==> config.mk <==
export PLATFORM = sky130hd
export DESIGN_NAME = bemf_zero_cross_commutator
export DESIGN_NICKNAME = d
export VERILOG_FILES = /design/src/bzc_pkg.sv /design/src/bemf_zero_cross_commutator.sv
export SDC_FILE = /design/constraint.sdc
export NUM_CORES = 1
export LEC_CHECK = 0
export BUFFER_PORTS_ARGS = -buffer_cell sky130_fd_sc_hd__buf_2
export CAP_MARGIN = 20
export CORE_UTILIZATION = 30
export CTS_BUF_LIST = sky130_fd_sc_hd__clkbuf_2 sky130_fd_sc_hd__clkbuf_4 sky130_fd_sc_hd__clkbuf_8
export DETAILED_ROUTE_END_ITERATION = 10
export GPL_TIMING_DRIVEN = 0
export HOLD_SLACK_MARGIN = 0.05
export RECOVER_POWER = 25
export SYNTH_ARGS = -nofsm -noshare
export SYNTH_HDL_FRONTEND = slang
export SYNTH_SLANG_ARGS = --single-unit
export TNS_END_PERCENT = 30
==> constraint.sdc <==
create_clock -name i_clk -period 27.5 [get_ports i_clk]
set_clock_uncertainty 0.05 [all_clocks]
set_input_delay 5.5 -clock i_clk [delete_from_list [all_inputs] [get_ports i_clk]]
set_output_delay 5.5 -clock i_clk [all_outputs]
set_load 0.01 [all_outputs]
==> src/bzc_pkg.sv <==
`timescale 1ns / 1ps
`default_nettype none
// ----------------------------------------------------------------------------
// bzc_pkg
// Shared types and constants for the back-EMF zero-crossing commutator.
// ----------------------------------------------------------------------------
package bzc_pkg;

    // request from the comparator side
    typedef struct packed {
        logic sample_u;
        logic sample_v;
        logic sample_w;
    } t_bzc_in;

    // one result per tick
    typedef struct packed {
        logic [1:0]  result_code;
        logic        speed_update;
        logic [15:0] delay_value;
        logic        commutate;
        logic [2:0]  phase_code;
        logic        stall_res;
    } t_bzc_out;

    typedef enum logic [1:0] {
        MODE_DETECT = 2'd0,
        MODE_PRE    = 2'd1,
        MODE_COMMUT = 2'd2
    } t_bzc_mode;

    localparam logic [1:0] RES_UNSETTLED = 2'd0;
    localparam logic [1:0] RES_DETECT    = 2'd1;
    localparam logic [1:0] RES_COMMUT    = 2'd2;

    localparam int CFG_IDX_W = 2;
    localparam logic [CFG_IDX_W-1:0] CFG_STALL_THR = 2'd0;
    localparam logic [CFG_IDX_W-1:0] CFG_PRE_EDGES = 2'd1;
    localparam logic [CFG_IDX_W-1:0] CFG_RUN_EDGES = 2'd2;

    localparam int CFG_DATA_W = 16;
    localparam int EDGE_W     = 4;

    localparam logic [15:0]       STALL_THR_RST = 16'd10000;
    localparam logic [EDGE_W-1:0] PRE_EDGES_RST = 4'd4;
    localparam logic [EDGE_W-1:0] RUN_EDGES_RST = 4'd12;

endpackage
`default_nettype wire

==> src/bemf_zero_cross_commutator.sv <==
`timescale 1ns / 1ps
`default_nettype none
// ----------------------------------------------------------------------------
// bemf_zero_cross_commutator
// Debounces three back-EMF comparator levels, measures phase U high time at each falling edge and
// fires commutations once the thirty-degree delay has passed.
// ----------------------------------------------------------------------------
// a result is registered in the output register, or in the skid entry if held
// throughput: one request per cycle unless stalled; per-tick work is one pass of logic
//   from the state registers to the result register, divide by six as a reciprocal multiply
// a two-entry output stage (result register plus skid) keeps requests flowing
//   while a result waits; o_stall rises only when the skid entry is occupied
// reset: synchronous, active low; clears state except output data, loads register defaults
module bemf_zero_cross_commutator #(
    parameter int HISTORY_LEN = 8,
    parameter int TIME_WIDTH  = 16
) (
    input  wire                                    i_clk,
    input  wire                                    i_rst_n,
    input  wire                                    i_valid,
    output logic                                   o_stall,
    input  bzc_pkg::t_bzc_in                       i_data,
    output logic                                   o_valid,
    input  wire                                    i_stall,
    output bzc_pkg::t_bzc_out                      o_data,
    input  wire                                    i_cfg_valid,
    output logic                                   o_cfg_ready,
    input  wire  [bzc_pkg::CFG_IDX_W-1:0]          i_cfg_index,
    input  wire  [bzc_pkg::CFG_DATA_W-1:0]         i_cfg_data
);
    import bzc_pkg::*;

    localparam int TW    = TIME_WIDTH;
    localparam int CMP_W = (TIME_WIDTH > 16) ? TIME_WIDTH : 16;
    // ceil(2^TW / 3): exact floor(y / 3) for any y below 2^(TW-1)
    localparam logic [63:0]   RECIP64 = ((64'd1 << TIME_WIDTH) + 64'd2) / 64'd3;
    localparam logic [TW-1:0] RECIP   = RECIP64[TW-1:0];

    // configuration
    logic [15:0]       r_stall_thr;
    logic [EDGE_W-1:0] r_pre_edges;
    logic [EDGE_W-1:0] r_run_edges;

    // tick state
    logic [HISTORY_LEN-1:0] r_hist [3];
    logic [HISTORY_LEN-1:0] n_hist [3];
    logic [2:0]        r_levels,  n_levels;
    logic              r_prev_u,  n_prev_u;
    logic [TW-1:0]     r_high,    n_high;
    logic [TW-1:0]     r_idle,    n_idle;
    logic [TW-1:0]     r_delay,   n_delay;
    logic [EDGE_W-1:0] r_edges,   n_edges;
    t_bzc_mode         r_mode,    n_mode;
    logic [TW-1:0]     r_wait,    n_wait;
    logic [2:0]        r_last,    n_last;
    logic              r_stall_f, n_stall_f;

    // output stage
    logic      r_out_valid;
    t_bzc_out  r_out;
    logic      r_skid_valid;
    t_bzc_out  r_skid;

    logic          w_accept;
    logic          w_take;
    t_bzc_out      w_res;
    logic [TW-1:0] w_high_inc;
    logic [TW-2:0] w_half;
    logic [2*TW-1:0] w_prod;
    logic [TW-1:0] w_div6;
    logic [2:0]    w_samples;

    function automatic logic [TW-1:0] sat_inc(input logic [TW-1:0] v);
        sat_inc = (&v) ? v : v + TW'(1);
    endfunction

    assign w_accept    = i_valid && !o_stall;
    assign w_take      = r_out_valid && !i_stall;
    assign o_stall     = r_skid_valid;
    assign o_valid     = r_out_valid;
    assign o_data      = r_out;
    assign o_cfg_ready = 1'b1;

    assign w_samples  = {i_data.sample_w, i_data.sample_v, i_data.sample_u};
    assign w_high_inc = sat_inc(r_high);
    // x / 6 as (x >> 1) / 3 by reciprocal multiply
    assign w_half     = w_high_inc[TW-1:1];
    assign w_prod     = (2*TW)'(w_half) * (2*TW)'(RECIP);
    assign w_div6     = w_prod[2*TW-1:TW];

    always_comb begin
        logic           settled;
        logic           falling;
        logic           run_hit;
        logic [1:0]     code;
        logic           fire;
        logic [CMP_W-1:0] delay_ext;
        n_levels  = r_levels;
        n_prev_u  = r_prev_u;
        n_high    = w_high_inc;
        n_idle    = r_idle;
        n_delay   = r_delay;
        n_edges   = r_edges;
        n_mode    = r_mode;
        n_wait    = r_wait;
        n_last    = r_last;
        n_stall_f = r_stall_f;
        settled   = 1'b1;
        falling   = 1'b0;
        run_hit   = 1'b0;
        code      = RES_UNSETTLED;
        fire      = 1'b0;

        // phases checked in order, stopping at the first unsettled one
        for (int p = 0; p < 3; p++) begin
            n_hist[p] = {r_hist[p][HISTORY_LEN-2:0], w_samples[p]};
            if (settled) begin
                if (&n_hist[p]) begin
                    n_levels[p] = 1'b1;
                end else if (~|n_hist[p]) begin
                    n_levels[p] = 1'b0;
                end else begin
                    n_idle  = sat_inc(n_idle);
                    settled = 1'b0;
                end
            end
        end

        if (settled) begin
            if (n_levels[0] != r_prev_u) begin
                n_prev_u = n_levels[0];
                n_high   = '0;
                n_idle   = '0;
                if (!n_levels[0]) begin
                    falling = 1'b1;
                    n_delay = w_div6;
                    if (r_edges >= r_pre_edges && r_edges < r_run_edges) begin
                        n_mode  = MODE_PRE;
                        n_edges = r_edges + EDGE_W'(1);
                    end else if (r_edges >= r_run_edges) begin
                        n_edges = r_run_edges;
                        n_mode  = MODE_COMMUT;
                        run_hit = 1'b1;
                    end else begin
                        n_edges = r_edges + EDGE_W'(1);
                    end
                end
            end else begin
                n_idle = sat_inc(r_idle);
                if (CMP_W'(n_idle) > CMP_W'(r_stall_thr)) begin
                    n_stall_f = 1'b1;
                end
            end

            if (r_mode == MODE_DETECT) begin
                code = RES_DETECT;
            end else if (r_mode == MODE_PRE) begin
                code = run_hit ? RES_COMMUT : RES_DETECT;
            end else begin
                if (r_last != n_levels) begin
                    n_wait = sat_inc(r_wait);
                end
                if (n_wait > n_delay) begin
                    n_wait = '0;
                    fire   = 1'b1;
                    n_last = n_levels;
                end
                code = RES_COMMUT;
            end
        end

        delay_ext          = CMP_W'(n_delay);
        w_res.result_code  = code;
        w_res.speed_update = falling && (r_mode != MODE_DETECT);
        w_res.delay_value  = delay_ext[15:0];
        w_res.commutate    = fire;
        w_res.phase_code   = n_levels;
        w_res.stall_res    = n_stall_f;
    end

    always_ff @(posedge i_clk) begin
        if (!i_rst_n) begin
            r_stall_thr <= STALL_THR_RST;
            r_pre_edges <= PRE_EDGES_RST;
            r_run_edges <= RUN_EDGES_RST;
        end else if (i_cfg_valid && o_cfg_ready) begin
            unique case (i_cfg_index)
                CFG_STALL_THR: r_stall_thr <= i_cfg_data[15:0];
                CFG_PRE_EDGES: r_pre_edges <= i_cfg_data[EDGE_W-1:0];
                CFG_RUN_EDGES: r_run_edges <= i_cfg_data[EDGE_W-1:0];
                default: ;
            endcase
        end
    end

    always_ff @(posedge i_clk) begin
        if (!i_rst_n) begin
            for (int p = 0; p < 3; p++) begin
                r_hist[p] <= '0;
            end
            r_levels  <= '0;
            r_prev_u  <= 1'b0;
            r_high    <= '0;
            r_idle    <= '0;
            r_delay   <= '0;
            r_edges   <= '0;
            r_mode    <= MODE_DETECT;
            r_wait    <= '0;
            r_last    <= '0;
            r_stall_f <= 1'b0;
        end else if (w_accept) begin
            for (int p = 0; p < 3; p++) begin
                r_hist[p] <= n_hist[p];
            end
            r_levels  <= n_levels;
            r_prev_u  <= n_prev_u;
            r_high    <= n_high;
            r_idle    <= n_idle;
            r_delay   <= n_delay;
            r_edges   <= n_edges;
            r_mode    <= n_mode;
            r_wait    <= n_wait;
            r_last    <= n_last;
            r_stall_f <= n_stall_f;
        end
    end

    // result register with skid entry behind it
    always_ff @(posedge i_clk) begin
        if (!i_rst_n) begin
            r_out_valid  <= 1'b0;
            r_skid_valid <= 1'b0;
        end else if (w_accept) begin
            if (!r_out_valid || w_take) begin
                r_out_valid <= 1'b1;
            end else begin
                r_skid_valid <= 1'b1;
            end
        end else if (w_take) begin
            if (r_skid_valid) begin
                r_skid_valid <= 1'b0;
            end else begin
                r_out_valid <= 1'b0;
            end
        end
    end

    always_ff @(posedge i_clk) begin
        if (w_accept) begin
            if (!r_out_valid || w_take) begin
                r_out <= w_res;
            end else begin
                r_skid <= w_res;
            end
        end else if (w_take && r_skid_valid) begin
            r_out <= r_skid;
        end
    end

endmodule
`default_nettype wire
==> results of run 1 <==
cells by family (layout without fill, tap and decap cells):
family | count (synthesis) | in the layout
AO/OA/AOI/OAI | 323 | 323
XOR/XNOR | 81 | 81
adder cells (fa/ha/maj) | 201 | 201
buffers and inverters | 246 | 330
flip-flops | 173 | 173
multiplexers | 55 | 55
other | 1 | 1
AND/OR/NAND/NOR | 546 | 546
routing by layer:
metal | GRT usage [%] | vias up | wire length, um
li1 | - | 5863 | -
met1 | 23.5 | 5832 | 19000
met2 | 28.3 | 311 | 19000
met3 | 2.73 | 46 | 2040
met4 | 4.11 | 0 | 642
met5 | 0 | - | 0
report_power, final:
group / internal, mW / switching [mW]
Combinational: 0.0291 / 0.0563
Clock: 0.0776 / 0.111
Sequential: 0.277 / 0.00660
Total: 0.384 / 0.174
area by class of cell:
| class | count | area (um2) |
|---|---|---|
| clock buffers | 18 | 241 |
| inverters | 174 | 653 |
| fillers | 4897 | 31000 |
| plain buffers | 72 | 299 |
| well taps | 607 | 759 |
| flip-flops and latches | 173 | 4150 |
| repair buffers | 52 | 246 |
| clock inverters | 14 | 169 |
| multi-input cells | 1207 | 9140 |
final timing paths:
check	start	end	slack [ns]	cells after the start
setup / recovery	i_data[2]	r_wait[6]	15.64	24
hold / removal	r_stall_thr[1]	r_stall_thr[1]	0.41	2
setup reg to reg	r_high[3]	r_wait[7]	16.42	40
hold reg to reg	r_stall_thr[1]	r_stall_thr[1]	0.41	2
worst min-delay path: stages (launching register included):
cell and delay [ns]:
dfxtp_1 0.32, nand2_1 0.05, a21oi_1 0.05
cell usage in the layout, fill, tap and decap left out, drive strengths merged, types with 45 or more instances in the layout:
cell type and n:
dfxtp 104, edfxtp 69, nand2 162, inv 182, fa 61, nand3 51, ha 140, a21oi 95
xnor2 55, o21ai 76, clkbuf 97, buf 45, nor2 128
state kept, by name, indices dropped and copies added, names as in the netlist:
signal and flops:
r_wait 16, o_valid 1, r_high 16, r_stall_thr 16
o_stall 1, r_last 3, r_delay 16, r_hist 21
r_run_edges 4, o_data 24, r_stall_f 1, r_pre_edges 4
r_edges 4, r_levels 3, r_mode 2, r_skid 24
r_prev_u 1, r_idle 16
==> impl_metrics.toml, run 1 <==
[logic_synthesis]
synth_edf_count = 69
ys_types = 86
synthXorXnorAreaFrac_pct = 4.98
syn-num-nets = 1853
syn_area_um2 = 14200
ys_seq_area_share_pct = 29.2
synth_mux_area_share_pct = 4.06
synth_top_area_share_pct = 14.6
synth_flop_cell = "dfxtp_1"
synth_top_family_by_area = "adder cells"
synth.area.top_cells = "dfxtp_1, edfxtp_1, ha_1"
synth_compound_area_share_pct = 14.9
ys_ff_latch = 173
syn_area_per_cell_um2 = 8.76
syn_inst = 1626
ys.warnings.count = 0
synth-simple-area-share_pct = 19.3
synthArstFlopShare_pct = 0
synth_adder_area_share_pct = 20.9
synth.top_cells.by_count = "inv_1, nand2_1, ha_1"
synth.most_common_cell = "inv_1"
yosysTopAreaCell = "dfxtp_1"

[timing]
maxSlewHeadroom_pct = 28.3
setup_viol = 0
fin_ws_ns = 15.64
tns_ns = 0
tightestPinTransition_ns = 1.07
slew_violations = 0
period_share_pct = 43.1
period_needed_ns = 11.86
clock.fmax_ghz = 0.0843
hold_violations = 0
timing.hold.ws_ns = 0.411
rsz0062_at_grt = "no"

[global_routing]
grt_max_degree = 27
grt_usage_pct = 17.2
grt_pass1_wl_mm = 64.8
grt_overflow = 0
grt_antenna_before_repair = 2
first_global_vias = 12000

[clock_tree]
cts_sinks = 173
path_clk_slew_ns = 0.11
cts_buffers = 17
cts_resized = 0
cts_hold_buf = 0
ctsLongestPathBuffers = 2
cts-root-buf = "clkbuf_8"
cts_tree = "built"
clk_latency_ns = 0.50
cts_setup_buffers = 0
cts_max_level = 4

[critical_path]
critPathSlowestCell = "nor2_1"
worstSetupStartpointType = "primary input"
critPathMaxStageDelay_ns = 0.73
path_delay_family = "buffers and inverters"
crit_chain = "buf_2, nand4_1, nor2_1, clkbuf_1, a21oi_1, ha_1, nor2_1, clkbuf_1, mux2i_1, ha_1, nor2b_1, o21a_1, o21a_1, o21a_1, o21a_1, o21a_1, o21ai_0, a21o_1, a21oi_1, clkbuf_1, nor2_1, clkbuf_1, nand2_1, a21oi_1"
cp_max_fo = 10
end_kind = "flip-flop"
worstSetupPathType = "primary input to flip-flop"
critPathBufInv = 5
worst_path_most_repeated_cell = "o21a_1"
critical_path_arrival_ns = 12.24
critical_path_required_ns = 27.88

[route]
vias_per_cell = 5.20
post-route-drc-count = 4
wl_mm = 40.6
wl_per_cell_um = 17.5
ant_nets = 0
num_vias = 12100
drtIter0Drc = 1055
dr.pass1.iters = 8

[finish]
layout.cells.non_filler = 2317
n_antenna_cell = 0
area_growth_pct = 10.0
final_area_um2 = 15700
fin_nets = 1924
drive_gt1_share_pct = 7.25
post-route-util_pct = 33.6

[place]
dp_cells = 2285
io_buffers = 51
dp_hpwl_mm = 32.4
gp_congestion = 0.922
placed_area_um2 = 15300
dp_slack_ns = 15.32

[job]
drv_cap = 0

[floorplanning]
io_pins = 53
die_y_um = 220
core_um2 = 46700
start_util_pct = 30.5
fp.dieW_um = 220
die_area_um2 = 48300
num_rows = 79

[power_and_ir_drop]
cellLeakagePower_nw = 6.82
power.density_nw_per_um2 = 35.6
finalPower_uw = 558
peakVddDrop_v = 0.0000271

[outcome]
outcome = "complete, but fails checks"
violations = "design-rule violations"

[min_path]
min_path_type = "flip-flop to flip-flop"
No activity file was read; power rests on OpenSTA's default activity.
==> run 2, diff against run 1 <==
==> constraint.sdc (replaced) <==
create_clock -name i_clk -period 10.3 [get_ports i_clk]
set_clock_uncertainty 0.05 [all_clocks]
set_input_delay 2.06 -clock i_clk [delete_from_list [all_inputs] [get_ports i_clk]]
set_output_delay 2.06 -clock i_clk [all_outputs]
set_load 0.01 [all_outputs]
==> impl_metrics.toml, run 2 (synthesized netlist as in run 1, its figures left out) <==
[critical_path]
worstSetupPathType = "flip-flop to flip-flop"
critical_path_required_ns = 10.63
worst_path_most_repeated_cell = "inv_1"
cp_max_fo = 8
r2r_setup_slack_ns = 0.58
r2r-end = "r_last[2]"
critPathSlowestCell = "or4_1"
critPathMaxStageDelay_ns = 0.56
reg2regPathDepth = 40
critical_path_arrival_ns = 10.05
end_kind = "flip-flop"
r2r_start = "r_high[7]"
worstSetupStartpointType = "flip-flop"

[clock_tree]
cts_tree = "built"
path_clk_slew_ns = 0.10
cts_max_level = 4
clk_latency_ns = 0.50
cts_sinks = 173
cts-root-buf = "clkbuf_8"
ctsLongestPathBuffers = 2
cts_buffers = 17

[timing]
period_share_pct = 94.4
tns_ns = 0
period_needed_ns = 9.72
hold_violations = 0
clock.fmax_ghz = 0.103
tightestPinTransition_ns = 1.06
fin_ws_ns = 0.578
slew_violations = 0
setup_viol = 0
maxSlewHeadroom_pct = 29.5
timing.hold.ws_ns = 0.412

[finish]
area_growth_pct = 10.9
fin_nets = 1923
final_common_cell = "inv_1"
final_cell_mix = "inv_1, nand2_1, ha_1"
final_area_um2 = 15800
layout.cells.non_filler = 2317
post-route-util_pct = 33.8
drive_gt1_share_pct = 8.43

[global_routing]
grt_max_degree = 27
grt_pass1_wl_mm = 64.9
first_global_vias = 12000
grt_antenna_before_repair = 2
grt_overflow = 0
grt_usage_pct = 17.2

[place]
dp_slack_ns = -0.545
io_buffers = 51
gp_congestion = 0.922
dp_cells = 2285
placed_area_um2 = 15300
dp_hpwl_mm = 32.4

[min_path]
hold_path_end = "r_stall_thr[1]"
hold_path_depth = 2
min-delay-start = "r_stall_thr[1]"
min_path_type = "flip-flop to flip-flop"

[floorplanning]
core_um2 = 46700
die_area_um2 = 48300
num_rows = 79
io_pins = 53
start_util_pct = 30.5
die_y_um = 220
fp.dieW_um = 220

[outcome]
violations = "design-rule violations"
outcome = "complete, but fails checks"

[route]
ant_nets = 0
wl_per_cell_um = 17.6
dr.pass1.iters = 8
drtIter0Drc = 1023
vias_per_cell = 5.22
post-route-drc-count = 4
num_vias = 12100
wl_mm = 40.8

[power_and_ir_drop]
cellLeakagePower_nw = 6.88
finalPower_mw = 1.49
peakVddDrop_v = 0.0000792
power.density_nw_per_um2 = 94.7

[job]
drv_cap = 0
[run 2: cell types whose count changed in the layout (fill, tap and decap cells not counted), sizes merged]
cell    delta
buf        +2
clkbuf     -3
diode      +1
[run 2: layer usage]
layer / GRT usage (%) / routed length (um) / vias up
li1: - / - / 5867
met1: 23.5 / 19100 / 5891
met2: 28.3 / 19100 / 292
met3: 2.73 / 1960 / 38
met4: 4.46 / 691 / 0
met5: 0 / 0 / -
[run 2: worst max-delay path by stage]
| stage | startpoint | end | slack, ns | depth (start not counted) |
|---|---|---|---|---|
| after floorplan | r_high[3] | r_wait[10] | 1.38 | 41 |
| after global placement | r_high[1] | r_wait[10] | -0.45 | 40 |
| after detailed placement | r_high[7] | r_wait[4] | -0.55 | 40 |
| after CTS | r_high[7] | r_wait[4] | 0.004 | 42 |
| after global routing | r_high[1] | r_wait[7] | -0.02 | 43 |
| final | r_high[7] | r_last[2] | 0.58 | 40 |
[run 2: report_power, final]
group | total, mW | switching [mW] | internal [mW] | leakage, nW
clock | 0.507 | 0.300 | 0.207 | 0.201
combinational | 0.230 | 0.151 | 0.0787 | 5.15
sequential | 0.758 | 0.0175 | 0.740 | 1.53
[run 2: repair_timing]
action,in CTS,in global routing
resized for setup,6,19
setup buffers,0,2
endpoints found under the setup margin,21,21
pin swaps,1,5
hold buffers,0,0
[run 2: critical path, delay by kind of cell, from the launching register on]
family / cells / cell delay, ns
XOR/XNOR: 2 / 0.37
AND/OR/NAND/NOR: 10 / 1.86
AO/OA/AOI/OAI: 11 / 2.39
flip-flops: 1 / 0.53
buffers and inverters: 8 / 0.89
multiplexers: 1 / 0.25
adder cells (fa/ha/maj): 8 / 3.23
[run 2: layout make-up]
| cell class | count | area (um2) |
|---|---|---|
| clock inverter | 14 | 169 |
| antenna | 1 | 2.50 |
| sequential | 173 | 4160 |
| fill | 4890 | 30900 |
| multi-input combinational | 1207 | 9240 |
| clock buffer | 18 | 241 |
| inverter | 174 | 653 |
| timing repair buffer | 54 | 262 |
| tap | 607 | 759 |
| buffer | 69 | 295 |
